File: src/opd_pkg.sv
// Shared types and codes for the OpenPGP packet deframer.
// Holds the input and result word structs and the result event codes.
// No dependencies.
`timescale 1ns / 1ps

package opd_pkg;

    localparam int unsigned CfgAddrWidth = 3;
    localparam logic [31:0] MaxBodyLengthReset = 32'd1048576;

    // Result event codes.
    localparam logic [3:0] EV_HEADER   = 4'd0;
    localparam logic [3:0] EV_BODY     = 4'd1;
    localparam logic [3:0] EV_EMPTY    = 4'd2;
    localparam logic [3:0] EV_SKIP     = 4'd3;
    localparam logic [3:0] EV_BADTAG   = 4'd4;
    localparam logic [3:0] EV_TRUNC    = 4'd5;
    localparam logic [3:0] EV_END      = 4'd6;
    localparam logic [3:0] EV_DISCARD  = 4'd7;
    localparam logic [3:0] EV_OVERSIZE = 4'd8;

    // Length kinds.
    localparam logic [2:0] LK_ONE     = 3'd0;
    localparam logic [2:0] LK_TWO     = 3'd1;
    localparam logic [2:0] LK_FOUR    = 3'd2;
    localparam logic [2:0] LK_PARTIAL = 3'd3;
    localparam logic [2:0] LK_INDET   = 3'd4;

    typedef struct packed {
        logic       action;
        logic [7:0] data_byte;
    } opd_in_t;

    typedef struct packed {
        logic [3:0]  event_res;
        logic [5:0]  pkt_type;
        logic        new_format;
        logic [2:0]  length_kind;
        logic [31:0] part_length;
        logic [7:0]  body_byte;
        logic        first_of_packet;
        logic        last_of_part;
        logic        last_of_packet;
    } opd_out_t;

endpackage

File: src/openpgp_packet_deframer_core.sv
// OpenPGP packet deframer, top level.
// Depends on opd_pkg for the word structs, event codes and length kinds.
`timescale 1ns / 1ps

// The block takes an OpenPGP byte stream on the input channel, one word per
// stream byte, plus one word that marks end of input. For every accepted
// input word it delivers exactly one result word on the output channel: a
// header byte, a body byte tagged with packet type and part length, or a
// status event such as an empty part, a skipped oversize byte, a bad tag, a
// truncated stream or a clean end.
// A word is accepted at a rising edge where in_valid is high and in_stall is
// low; a result is taken where out_valid is high and out_stall is low.
// The result of a word accepted at one edge is registered in the output
// register, or in the skid register while the receiver stalls. Throughput is
// one word per cycle while in_stall is low; the parsing state updates on
// every accepted word, so nothing limits the rate but the receiver.
// When the receiver stalls, the pending result holds in the output register
// and one more input word can still be taken into a skid register; only
// then is in_stall raised, so in_stall is driven from a register.
// Reset clears the parser to the stream-start state, empties both result
// registers and sets max_body_length to 1048576. The APB port holds that
// one register at address 0; it is meant to be written only while idle.
module openpgp_packet_deframer_core (
    input  logic                                   clk,
    input  logic                                   rst_n,
    input  logic                                   in_valid,
    output logic                                   in_stall,
    input  opd_pkg::opd_in_t                       in_data,
    output logic                                   out_valid,
    input  logic                                   out_stall,
    output opd_pkg::opd_out_t                      out_data,
    input  logic                                   psel,
    input  logic                                   penable,
    input  logic                                   pwrite,
    input  logic [opd_pkg::CfgAddrWidth-1:0]       paddr,
    input  logic [31:0]                            pwdata,
    output logic [31:0]                            prdata,
    output logic                                   pready
);

    // Parser phases.
    localparam logic [2:0] PH_TAG    = 3'd0;
    localparam logic [2:0] PH_NEWLEN = 3'd1;
    localparam logic [2:0] PH_LEN    = 3'd2;
    localparam logic [2:0] PH_BODY   = 3'd3;
    localparam logic [2:0] PH_INDET  = 3'd4;

    logic [31:0] max_body_length_reg;

    logic [2:0]  phase_reg, phase_next;
    logic [5:0]  tag_type_reg, tag_type_next;
    logic        tag_is_new_reg, tag_is_new_next;
    logic [2:0]  kind_reg, kind_next;
    logic [31:0] acc_reg, acc_next;
    logic [2:0]  len_left_reg, len_left_next;
    logic [31:0] body_left_reg, body_left_next;
    logic        partial_reg, partial_next;
    logic        started_reg, started_next;
    logic        skipping_reg, skipping_next;
    logic        error_reg, error_next;

    opd_pkg::opd_out_t result;
    opd_pkg::opd_out_t main_reg;
    opd_pkg::opd_out_t skid_reg;
    logic              main_valid_reg;
    logic              skid_valid_reg;

    logic push;
    logic pop;
    logic cfg_write;

    // Configuration port: a single register, decoded on paddr[2] alone.
    assign pready    = 1'b1;
    assign cfg_write = psel && penable && pwrite && (paddr[2] == 1'b0);
    assign prdata    = (paddr[2] == 1'b0) ? max_body_length_reg : 32'd0;

    always_ff @(posedge clk or negedge rst_n)
    begin
        if (!rst_n)
        begin
            max_body_length_reg <= opd_pkg::MaxBodyLengthReset;
        end
        else if (cfg_write)
        begin
            max_body_length_reg <= pwdata;
        end
    end

    assign push = in_valid && !in_stall;
    assign pop  = main_valid_reg && !out_stall;

    // Parser: next state and the result for the incoming word.
    always_comb
    begin
        logic        fin_en;
        logic [31:0] fin_len;
        logic [31:0] acc_sh;
        logic [2:0]  left_dec;
        logic [31:0] body_dec;
        logic        lp;
        logic [7:0]  b;

        phase_next      = phase_reg;
        tag_type_next   = tag_type_reg;
        tag_is_new_next = tag_is_new_reg;
        kind_next       = kind_reg;
        acc_next        = acc_reg;
        len_left_next   = len_left_reg;
        body_left_next  = body_left_reg;
        partial_next    = partial_reg;
        started_next    = started_reg;
        skipping_next   = skipping_reg;
        error_next      = error_reg;
        result          = '0;
        fin_en          = 1'b0;
        fin_len         = 32'd0;
        b               = in_data.data_byte;
        acc_sh          = {acc_reg[23:0], b};
        left_dec        = (len_left_reg != 3'd0) ? (len_left_reg - 3'd1) : 3'd0;
        body_dec        = (body_left_reg != 32'd0) ? (body_left_reg - 32'd1) : 32'd0;
        lp              = (body_dec == 32'd0);

        if (in_data.action)
        begin
            // End of input: report from the current state, then restart.
            if (error_reg)
            begin
                result.event_res = opd_pkg::EV_DISCARD;
            end
            else if (phase_reg == PH_TAG)
            begin
                result.event_res = opd_pkg::EV_END;
            end
            else if (phase_reg == PH_INDET)
            begin
                result.event_res      = opd_pkg::EV_END;
                result.pkt_type       = tag_type_reg;
                result.new_format     = tag_is_new_reg;
                result.length_kind    = kind_reg;
                result.last_of_part   = 1'b1;
                result.last_of_packet = 1'b1;
            end
            else
            begin
                result.event_res   = opd_pkg::EV_TRUNC;
                result.pkt_type    = tag_type_reg;
                result.new_format  = tag_is_new_reg;
                result.length_kind = kind_reg;
                result.part_length = (phase_reg == PH_BODY) ? acc_reg : 32'd0;
            end
            phase_next      = PH_TAG;
            tag_type_next   = 6'd0;
            tag_is_new_next = 1'b0;
            kind_next       = 3'd0;
            acc_next        = 32'd0;
            len_left_next   = 3'd0;
            body_left_next  = 32'd0;
            partial_next    = 1'b0;
            started_next    = 1'b0;
            skipping_next   = 1'b0;
            error_next      = 1'b0;
        end
        else if (error_reg)
        begin
            result.event_res = opd_pkg::EV_DISCARD;
        end
        else
        begin
            case (phase_reg)
                PH_TAG:
                begin
                    if (!b[7])
                    begin
                        error_next       = 1'b1;
                        result.event_res = opd_pkg::EV_BADTAG;
                    end
                    else
                    begin
                        started_next   = 1'b0;
                        skipping_next  = 1'b0;
                        partial_next   = 1'b0;
                        acc_next       = 32'd0;
                        body_left_next = 32'd0;
                        if (b[6])
                        begin
                            tag_is_new_next = 1'b1;
                            tag_type_next   = b[5:0];
                            kind_next       = opd_pkg::LK_ONE;
                            phase_next      = PH_NEWLEN;
                        end
                        else
                        begin
                            tag_is_new_next = 1'b0;
                            tag_type_next   = {2'b00, b[5:2]};
                            if (b[1:0] == 2'd3)
                            begin
                                kind_next  = opd_pkg::LK_INDET;
                                phase_next = PH_INDET;
                            end
                            else
                            begin
                                kind_next     = {1'b0, b[1:0]};
                                len_left_next = (b[1:0] == 2'd0) ? 3'd1 :
                                                (b[1:0] == 2'd1) ? 3'd2 : 3'd4;
                                phase_next    = PH_LEN;
                            end
                        end
                        result.event_res = opd_pkg::EV_HEADER;
                    end
                end

                PH_NEWLEN:
                begin
                    partial_next = 1'b0;
                    if (b < 8'hc0)
                    begin
                        kind_next = opd_pkg::LK_ONE;
                        fin_en    = 1'b1;
                        fin_len   = {24'd0, b};
                    end
                    else if (b <= 8'hdf)
                    begin
                        kind_next        = opd_pkg::LK_TWO;
                        acc_next         = {27'd0, b[4:0]};
                        len_left_next    = 3'd1;
                        phase_next       = PH_LEN;
                        result.event_res = opd_pkg::EV_HEADER;
                    end
                    else if (b <= 8'hfe)
                    begin
                        // Partial part: length is a power of two.
                        kind_next    = opd_pkg::LK_PARTIAL;
                        partial_next = 1'b1;
                        fin_en       = 1'b1;
                        fin_len      = 32'd1 << b[4:0];
                    end
                    else
                    begin
                        kind_next        = opd_pkg::LK_FOUR;
                        acc_next         = 32'd0;
                        len_left_next    = 3'd4;
                        phase_next       = PH_LEN;
                        result.event_res = opd_pkg::EV_HEADER;
                    end
                end

                PH_LEN:
                begin
                    acc_next      = acc_sh;
                    len_left_next = left_dec;
                    if (left_dec == 3'd0)
                    begin
                        fin_en  = 1'b1;
                        fin_len = (tag_is_new_reg && kind_reg == opd_pkg::LK_TWO) ?
                                  (acc_sh + 32'd192) : acc_sh;
                    end
                    else
                    begin
                        result.event_res = opd_pkg::EV_HEADER;
                    end
                end

                PH_BODY:
                begin
                    body_left_next     = body_dec;
                    result.part_length = acc_reg;
                    result.last_of_part = lp;
                    if (skipping_reg)
                    begin
                        result.event_res      = opd_pkg::EV_SKIP;
                        result.last_of_packet = lp;
                        if (lp)
                        begin
                            phase_next = PH_TAG;
                        end
                    end
                    else
                    begin
                        result.event_res       = opd_pkg::EV_BODY;
                        result.body_byte       = b;
                        result.first_of_packet = !started_reg;
                        result.last_of_packet  = lp && !partial_reg;
                        started_next           = 1'b1;
                        if (lp)
                        begin
                            phase_next = partial_reg ? PH_NEWLEN : PH_TAG;
                        end
                    end
                end

                default:
                begin
                    // Indeterminate body runs until end of input.
                    result.event_res       = opd_pkg::EV_BODY;
                    result.body_byte       = b;
                    result.first_of_packet = !started_reg;
                    started_next           = 1'b1;
                    phase_next             = PH_INDET;
                end
            endcase

            // A completed length decides between empty, oversize and body.
            if (fin_en)
            begin
                acc_next       = fin_len;
                body_left_next = fin_len;
                if (fin_len == 32'd0)
                begin
                    phase_next            = PH_TAG;
                    result.event_res      = opd_pkg::EV_EMPTY;
                    result.last_of_part   = 1'b1;
                    result.last_of_packet = 1'b1;
                end
                else if ((fin_len > max_body_length_reg) && (partial_next || started_reg))
                begin
                    error_next         = 1'b1;
                    result.event_res   = opd_pkg::EV_OVERSIZE;
                    result.part_length = fin_len;
                end
                else
                begin
                    if (fin_len > max_body_length_reg)
                    begin
                        skipping_next = 1'b1;
                    end
                    phase_next         = PH_BODY;
                    result.event_res   = opd_pkg::EV_HEADER;
                    result.part_length = fin_len;
                end
            end

            // Tag fields go out on every data-path result but the tag-less ones.
            if (result.event_res != opd_pkg::EV_BADTAG)
            begin
                result.pkt_type    = tag_type_next;
                result.new_format  = tag_is_new_next;
                result.length_kind = kind_next;
            end
        end
    end

    always_ff @(posedge clk or negedge rst_n)
    begin
        if (!rst_n)
        begin
            phase_reg      <= PH_TAG;
            tag_type_reg   <= 6'd0;
            tag_is_new_reg <= 1'b0;
            kind_reg       <= 3'd0;
            acc_reg        <= 32'd0;
            len_left_reg   <= 3'd0;
            body_left_reg  <= 32'd0;
            partial_reg    <= 1'b0;
            started_reg    <= 1'b0;
            skipping_reg   <= 1'b0;
            error_reg      <= 1'b0;
        end
        else if (push)
        begin
            phase_reg      <= phase_next;
            tag_type_reg   <= tag_type_next;
            tag_is_new_reg <= tag_is_new_next;
            kind_reg       <= kind_next;
            acc_reg        <= acc_next;
            len_left_reg   <= len_left_next;
            body_left_reg  <= body_left_next;
            partial_reg    <= partial_next;
            started_reg    <= started_next;
            skipping_reg   <= skipping_next;
            error_reg      <= error_next;
        end
    end

    // Output register with a skid stage behind it.
    always_ff @(posedge clk or negedge rst_n)
    begin
        if (!rst_n)
        begin
            main_valid_reg <= 1'b0;
            skid_valid_reg <= 1'b0;
        end
        else if (skid_valid_reg)
        begin
            if (pop)
            begin
                skid_valid_reg <= 1'b0;
            end
        end
        else if (push)
        begin
            if (main_valid_reg && !pop)
            begin
                skid_valid_reg <= 1'b1;
            end
            else
            begin
                main_valid_reg <= 1'b1;
            end
        end
        else if (pop)
        begin
            main_valid_reg <= 1'b0;
        end
    end

    always_ff @(posedge clk)
    begin
        if (skid_valid_reg)
        begin
            if (pop)
            begin
                main_reg <= skid_reg;
            end
        end
        else if (push)
        begin
            if (main_valid_reg && !pop)
            begin
                skid_reg <= result;
            end
            else
            begin
                main_reg <= result;
            end
        end
    end

    assign in_stall  = skid_valid_reg;
    assign out_valid = main_valid_reg;
    assign out_data  = main_reg;

endmodule
File: config.mk
export PLATFORM = sky130hd
export DESIGN_NAME = openpgp_packet_deframer_core
export DESIGN_NICKNAME = d
export VERILOG_FILES = /design/src/opd_pkg.sv /design/src/openpgp_packet_deframer_core.sv
export SDC_FILE = /design/constraint.sdc
export NUM_CORES = 1
export LEC_CHECK = 0
export ABC_AREA = 1
export BUFFER_PORTS_ARGS = -buffer_cell sky130_fd_sc_hd__buf_2
export CORE_MARGIN = 1.5
export CORE_UTILIZATION = 46
export CTS_CLUSTER_DIAMETER = 30
export DETAILED_ROUTE_END_ITERATION = 7
export GPL_ROUTABILITY_DRIVEN = 0
export GPL_TIMING_DRIVEN = 0
export PLACE_DENSITY = 0.7
export SYNTH_ARGS = -nofsm -noshare
export SYNTH_HDL_FRONTEND = slang
export SYNTH_SLANG_ARGS = --single-unit
File: constraint.sdc
create_clock -name clk -period 4.6 [get_ports clk]
set_clock_uncertainty 0.15 [all_clocks]
set_input_delay 0.23 -clock clk [delete_from_list [all_inputs] [get_ports clk]]
set_output_delay 0.23 -clock clk [all_outputs]
set_load 0.1 [all_outputs]
* Word level (Yosys, flattened, before mapping)
Cells that the tools add are included.
** Operators by class
- Bitwise operators :: 2
- Reductions and logical operators :: 37
- Shift operators :: 1
- Order comparisons :: 4
- $add $sub $neg :: 3
- Equal/unequal tests :: 22
- Multiplexer cells :: 146
** Operators with widths (number)
- $mux W32 :: 23
- $mux W57 :: 4
- $pmux W32 S2 :: 2
- $pmux W32 S3 :: 1
- $mux W3 :: 31
- $mux W42 :: 2
- $logic_not A32 Y1 :: 2
- $mux W53 :: 1
- $mux W1 :: 46
- $mux W46 :: 1
- $add A32 B8 Y32 const B :: 1
- $gt A32 B32 Y1 :: 1
- $reduce_bool A32 Y1 :: 1
- $shl A1 B5 Y32 const A :: 1
- $sub A32 B1 Y32 const B :: 1
- $mux W6 :: 5
- $mux W4 :: 7
- $mux W2 :: 11
- $mux W9 :: 2
- $pmux W9 S2 :: 1
- $le A8 B8 Y1 const B :: 2
- $ne A3 B3 Y1 const B :: 5
- $mux W12 :: 1
- $pmux W3 S4 :: 1
- 36 further kinds :: 62
** Word-level totals
- Word-level logic and storage cells :: 247
- Output and inout bits :: 92
- Input bits :: 51
- Flip-flop bits (word level) :: 232

* Longest topological paths before layout
- Depth in word-level cells :: 21
- Mapped depth :: 25

* Worst setup path after synthesis
OpenSTA, ideal clock, no wires.
- Kind :: reg-to-reg
- Start :: reg skid_valid_reg (netlist: in_stall)
- End :: reg main_reg, in the netlist out_data[0], enable pin
- Path slack :: -415 ps
- Required time :: 3959 ps
- Setup time :: 491 ps
- Clock period less this slack :: 5015 ps
- Stages on the path, launching flop included :: 5
- Path buffers :: 2
- Arrival :: 4375 ps
- Path through :: dfrtp_1 > buf_2 > clkbuf_1 > a21oi_1 > a21oi_1
** On the way
- Cells in the longest elaborated chain, start to end :: 4
- Elaborated cells between the ends (all ways) :: 6
** RTL lines
- from (decl) :: RTL line openpgp_packet_deframer_core.sv:66 : logic skid_valid_reg;
- from (signal assigned) :: RTL line openpgp_packet_deframer_core.sv:380 : skid_valid_reg <= 1'b0;
- from (signal assigned) :: RTL line openpgp_packet_deframer_core.sv:386 : skid_valid_reg <= 1'b0;
- from (signal assigned) :: RTL line openpgp_packet_deframer_core.sv:393 : skid_valid_reg <= 1'b1;
- $logic_not A1 Y1 :: RTL line openpgp_packet_deframer_core.sv:89 : assign push = in_valid && !in_stall;
- $logic_and A1 B1 Y1 :: RTL line openpgp_packet_deframer_core.sv:89
- $reduce_bool A2 Y1 (no source line)
- $reduce_and A3 Y1 (no source line) *
- to (signal assigned) :: RTL line openpgp_packet_deframer_core.sv:412 : main_reg <= skid_reg;
- to (signal assigned) :: RTL line openpgp_packet_deframer_core.sv:423 : main_reg <= result;
- to (decl) :: RTL line openpgp_packet_deframer_core.sv:63 : opd_pkg::opd_out_t main_reg;
Every way passes the cells marked *; elsewhere a longest branch is shown, timed or not.
A chain may end at the register's enable or synchronous reset.

==> results <==
- The run finished with clean final reports.
- The area enclosed by the die boundary is 32720 µm².
- The number of antenna violations at the first check in global routing is 1.
- The die is 180.9 µm wide.
- In the routed layout, each cell is associated on average with a via count of 5.778.
- The synthesized design contains 114 enable-type register cells.
- The clock share of power is 25.6%.
- The number of sinks on the clock net is 232.
- In this run the remaining antenna-violating nets after routing total 0.
- The number of I/O pins is 143.
- The startpoint of the worst-slack reg-to-reg timing path is phase_reg[2].
- The sum of overflow across all layers after global routing is 0.
- The TritonCTS clock tree is done.
- The startpoint type of the worst setup path is a register.
- The multi-input combinational cells in the finished layout cover a total of 6930 µm².
- The post-synthesis instance area is 14560 µm².
- The register-to-register setup slack is 730 ps.
- The clock latency on the worst-skew pair is 570 ps.
- The net switching power is 7.997 mW.
- The total stage count of the critical path is 21.
- The filler cells instantiated in the layout total 2794.
- For this design the static power due to leakage is 8.393 nW.
- The maximum vdd drop is 0.4317 mV.
- The tree is rooted in a clkbuf_16.
- The DRC violation count after routing is 0.
- The total of max-cap violations is 0.
- The final max-slew violation count is 0.
- The initial utilization of the core area, before any placement, comes to 47.22%.
- Counting both buffers and inverters, the worst setup path holds a total of 3.
- The dominant synthesized flop cell is dfrtp_1.
- The endpoint class of the critical path is a register.
- The number of nets at the end of the flow is 2222.
- In the finished design, the share of the clock period the worst path needs comes to 84.15%.
- For the pin with the worst max-slew slack, the measured transition is 995.1 ps.
- In the layout the commonest cells are nand2_1, nor2_1, inv_1, buf_2, o21ai_0.
- In this run, post-CTS repair resized a total of 0 instances.
- The clock-pin slew on the worst setup and hold paths is 50 ps.
- The most numerous cell on the critical path is nand2_1.
- From bottom edge to top edge, the die measures 180.9 µm.
- The most critical setup path has its endpoint at out_data[56].
- The repair_antennas step left the layout with diodes totalling 0.
- Tracing the worst setup path back leads to its startpoint at phase_reg[2].
- The final layout contains routed wiring with a total length of 49360 µm.
- The post-synthesis cell type count is 61.
- Of all nets on the critical path, the largest fanout is 8.
- The master of the slowest instance on the critical path is dfrtp_1.
- Combinational cells account for 52.9% of the total power.
- The maximum operating frequency is 258.3 MHz.
- The buffer count from post-CTS setup fixing is 0.
- Setup repair after global routing left no endpoint under its margin.
- The number of levels the H-tree was split into is 2.
- The number of global-route vias before repair is 14340.
- The power per cell area is 859.4 nW/µm².
- The pin count of the biggest net entering global routing is 74.
- The first TritonRoute pass finished after 7 iterations.
- The classification of the worst setup path is reg -> reg.
- The number of DRC markers after the initial detailed-route iteration is 1840.
- The min-delay analysis places its worst path in the category in -> async.
- The post-layout minimum cycle time is 3871 ps.
- Once layout is complete, the utilization of the core stands at 58.68%.
- The flip-flop and latch count after synthesis is 232.
- The mean area per synthesized cell is 7.642 µm².
- At the worst endpoint, the required time is 4770 ps.
- The switching portion of total power is 51.43%.
- The endpoint identified for the worst register-to-register timing path is out_data[56].
- The synthesized netlist net count is 1992.
- The signal on the critical path passes through buf_4 > inv_4 > nand3_4 > nor2_1 > nand2_1 > nor2_2 > nand2_1 > nand2_1 > ha_1 > nand2_1 > nor2_1 > nand2_1 > o211ai_1 > a21oi_1 > nand2_1 > nand3b_1 > inv_1 > nand2_1 > nor2_2 > nand2_1 > nand2_1.
- The number of hold-slack violations in the final timing report came to 0.
- Of the cells placed in the final design, the portion with a size suffix greater than 1 is 17.72%.
- The sequential cell area is 6377 µm².
- The vias after detailed routing is 14870.
- Sequential elements use 43.81% of the synthesized area.
- The half-perimeter wire length of the detailed placement result is 36950 µm.
- For this run, the number of Yosys warnings is 0.
- Global routing used 30.29% of the available tracks.
- On the critical path the largest part of the delay comes from simple AND/OR/NAND/NOR gates.
- The number of CTS-inserted buffers is 52.
- The cell count after synthesis came out at 1905.
- The core box area is 30830 µm².
- Of all flip-flops after synthesis, the portion carrying an async set or reset was 50.86%.
- The wire length of the first global-routing pass is 78050 µm.
- The worst register-to-register path has a depth of 21.
- The final worst-path setup slack is 729.2 ps.
- The worst stage delay on the critical path is 360 ps.
- The area growth from synthesis to layout is 24.27%.
- Measured against its own limit, the worst slew margin works out to 33.41%.
- The initialized floorplan defines 64 standard-cell rows.
- The leading cell type in the layout, fill and taps excluded is nand2_1.
- At the placement stage, the worst setup path has a slack of 697.9 ps.
- In this run, post-CTS hold repair placed 36 buffers.
- The internal power component is 7.551 mW.
- Dividing the detail-routed wire length by the instance count gives 19.17 µm.
- The clock passes through at most 3 buffers.
- Data on the critical path arrives at its endpoint at 4040 ps.
- The sequential share of power is 21.5%.
- The count of buffers inserted at the top-level ports is 137.
- Setup violations remaining at the end of the flow were counted as 0.
==> stage by stage <==
step                      area (µm²)  power, mW  cells  TNS, ps  hold slack (ps)
after global routing           18090      16.37   2574        0            54.82
after global placement         15740      11.13   2438    -8132            315.8
after detailed placement       15830      11.28   2441        0            40.81
after CTS                      18090      15.34   2574        0            23.91
after floorplan                14560      9.330   1905        0           -215.6
final                          18090      15.55   2574        0            18.61
==> cell families (layout without fill, tap and decap cells) <==
family	after synthesis	in the layout	synth area share (%)
AND/OR/NAND/NOR	944	944	29.33
AO/OA/AOI/OAI	366	366	14.42
buffers and inverters	316	589	8.715
flip-flops	232	232	43.81
adder cells (fa/ha/maj)	36	36	3.094
XOR/XNOR	10	10	0.6016
other	1	1	0.02576
==> power by group through the flow <==
stage	combinational [mW]	sequential, mW	clock, mW
floorplan	4.53	4.80	0
global placement	7.79	3.35	0
detailed placement	7.94	3.34	0
CTS	8.01	3.31	4.01
global route	8.85	3.39	4.13
finish	8.23	3.34	3.98
==> routing by layer <==
| metal | routed length [µm] | track usage (%) | vias to the layer above |
|---|---|---|---|
| met2 | 21040 | 46.02 | 962 |
| met4 | 3057 | 17.08 | 4 |
| met3 | 5560 | 7.660 | 222 |
| met1 | 19640 | 39.32 | 6831 |
| li1 | - | - | 6853 |
| met5 | 55 | 1.037 | - |
==> worst reg2reg max path: cells and delay by family, from the launching register on <==
| family | cells | cell delay, ps |
|---|---|---|
| simple gates | 15 | 2220 |
| fa+ha+maj | 1 | 310 |
| buf+inv | 3 | 290 |
| flops | 1 | 360 |
| compound gates | 2 | 310 |
==> synthesized netlist by cell type, types with 18 or more instances <==
cell type	count	area, µm²
ha_1	36	450.4
nor3_1	18	90.09
clkbuf_1	57	214.0
edfxtp_1	114	3423
o31ai_1	20	150.1
nand4_1	42	262.8
inv_1	197	739.5
nor2_1	239	897.1
nand3_1	123	615.6
dfrtp_1	117	2928
o22ai_1	26	162.7
o21ai_0	136	680.7
inv_2	30	112.6
nand2_2	26	162.7
nand2_1	425	1595
nor2_2	23	143.9
a21oi_1	122	610.6
==> worst min path at each step <==
stage               cells after the start         from                end
detailed placement                      1        rst_n  body_left_reg[24]
global route                            3   in_data[0]        skid_reg[3]
CTS                                     3   in_data[0]        skid_reg[3]
floorplan                               0        rst_n         acc_reg[0]
finish                                  2        rst_n  body_left_reg[24]
global placement                        2  acc_reg[26]        acc_reg[26]
==> final cells by class <==
cell class	count	share of cell area (%)
Multi-Input combinational cell	1357	38.31
Sequential cell	232	35.25
Clock buffer	58	7.428
Timing Repair Buffer	176	6.190
Inverter	236	4.959
Clock inverter	39	3.071
Tap cell	396	2.739
Buffer	80	2.054
Power figures use the tool's default switching activity.
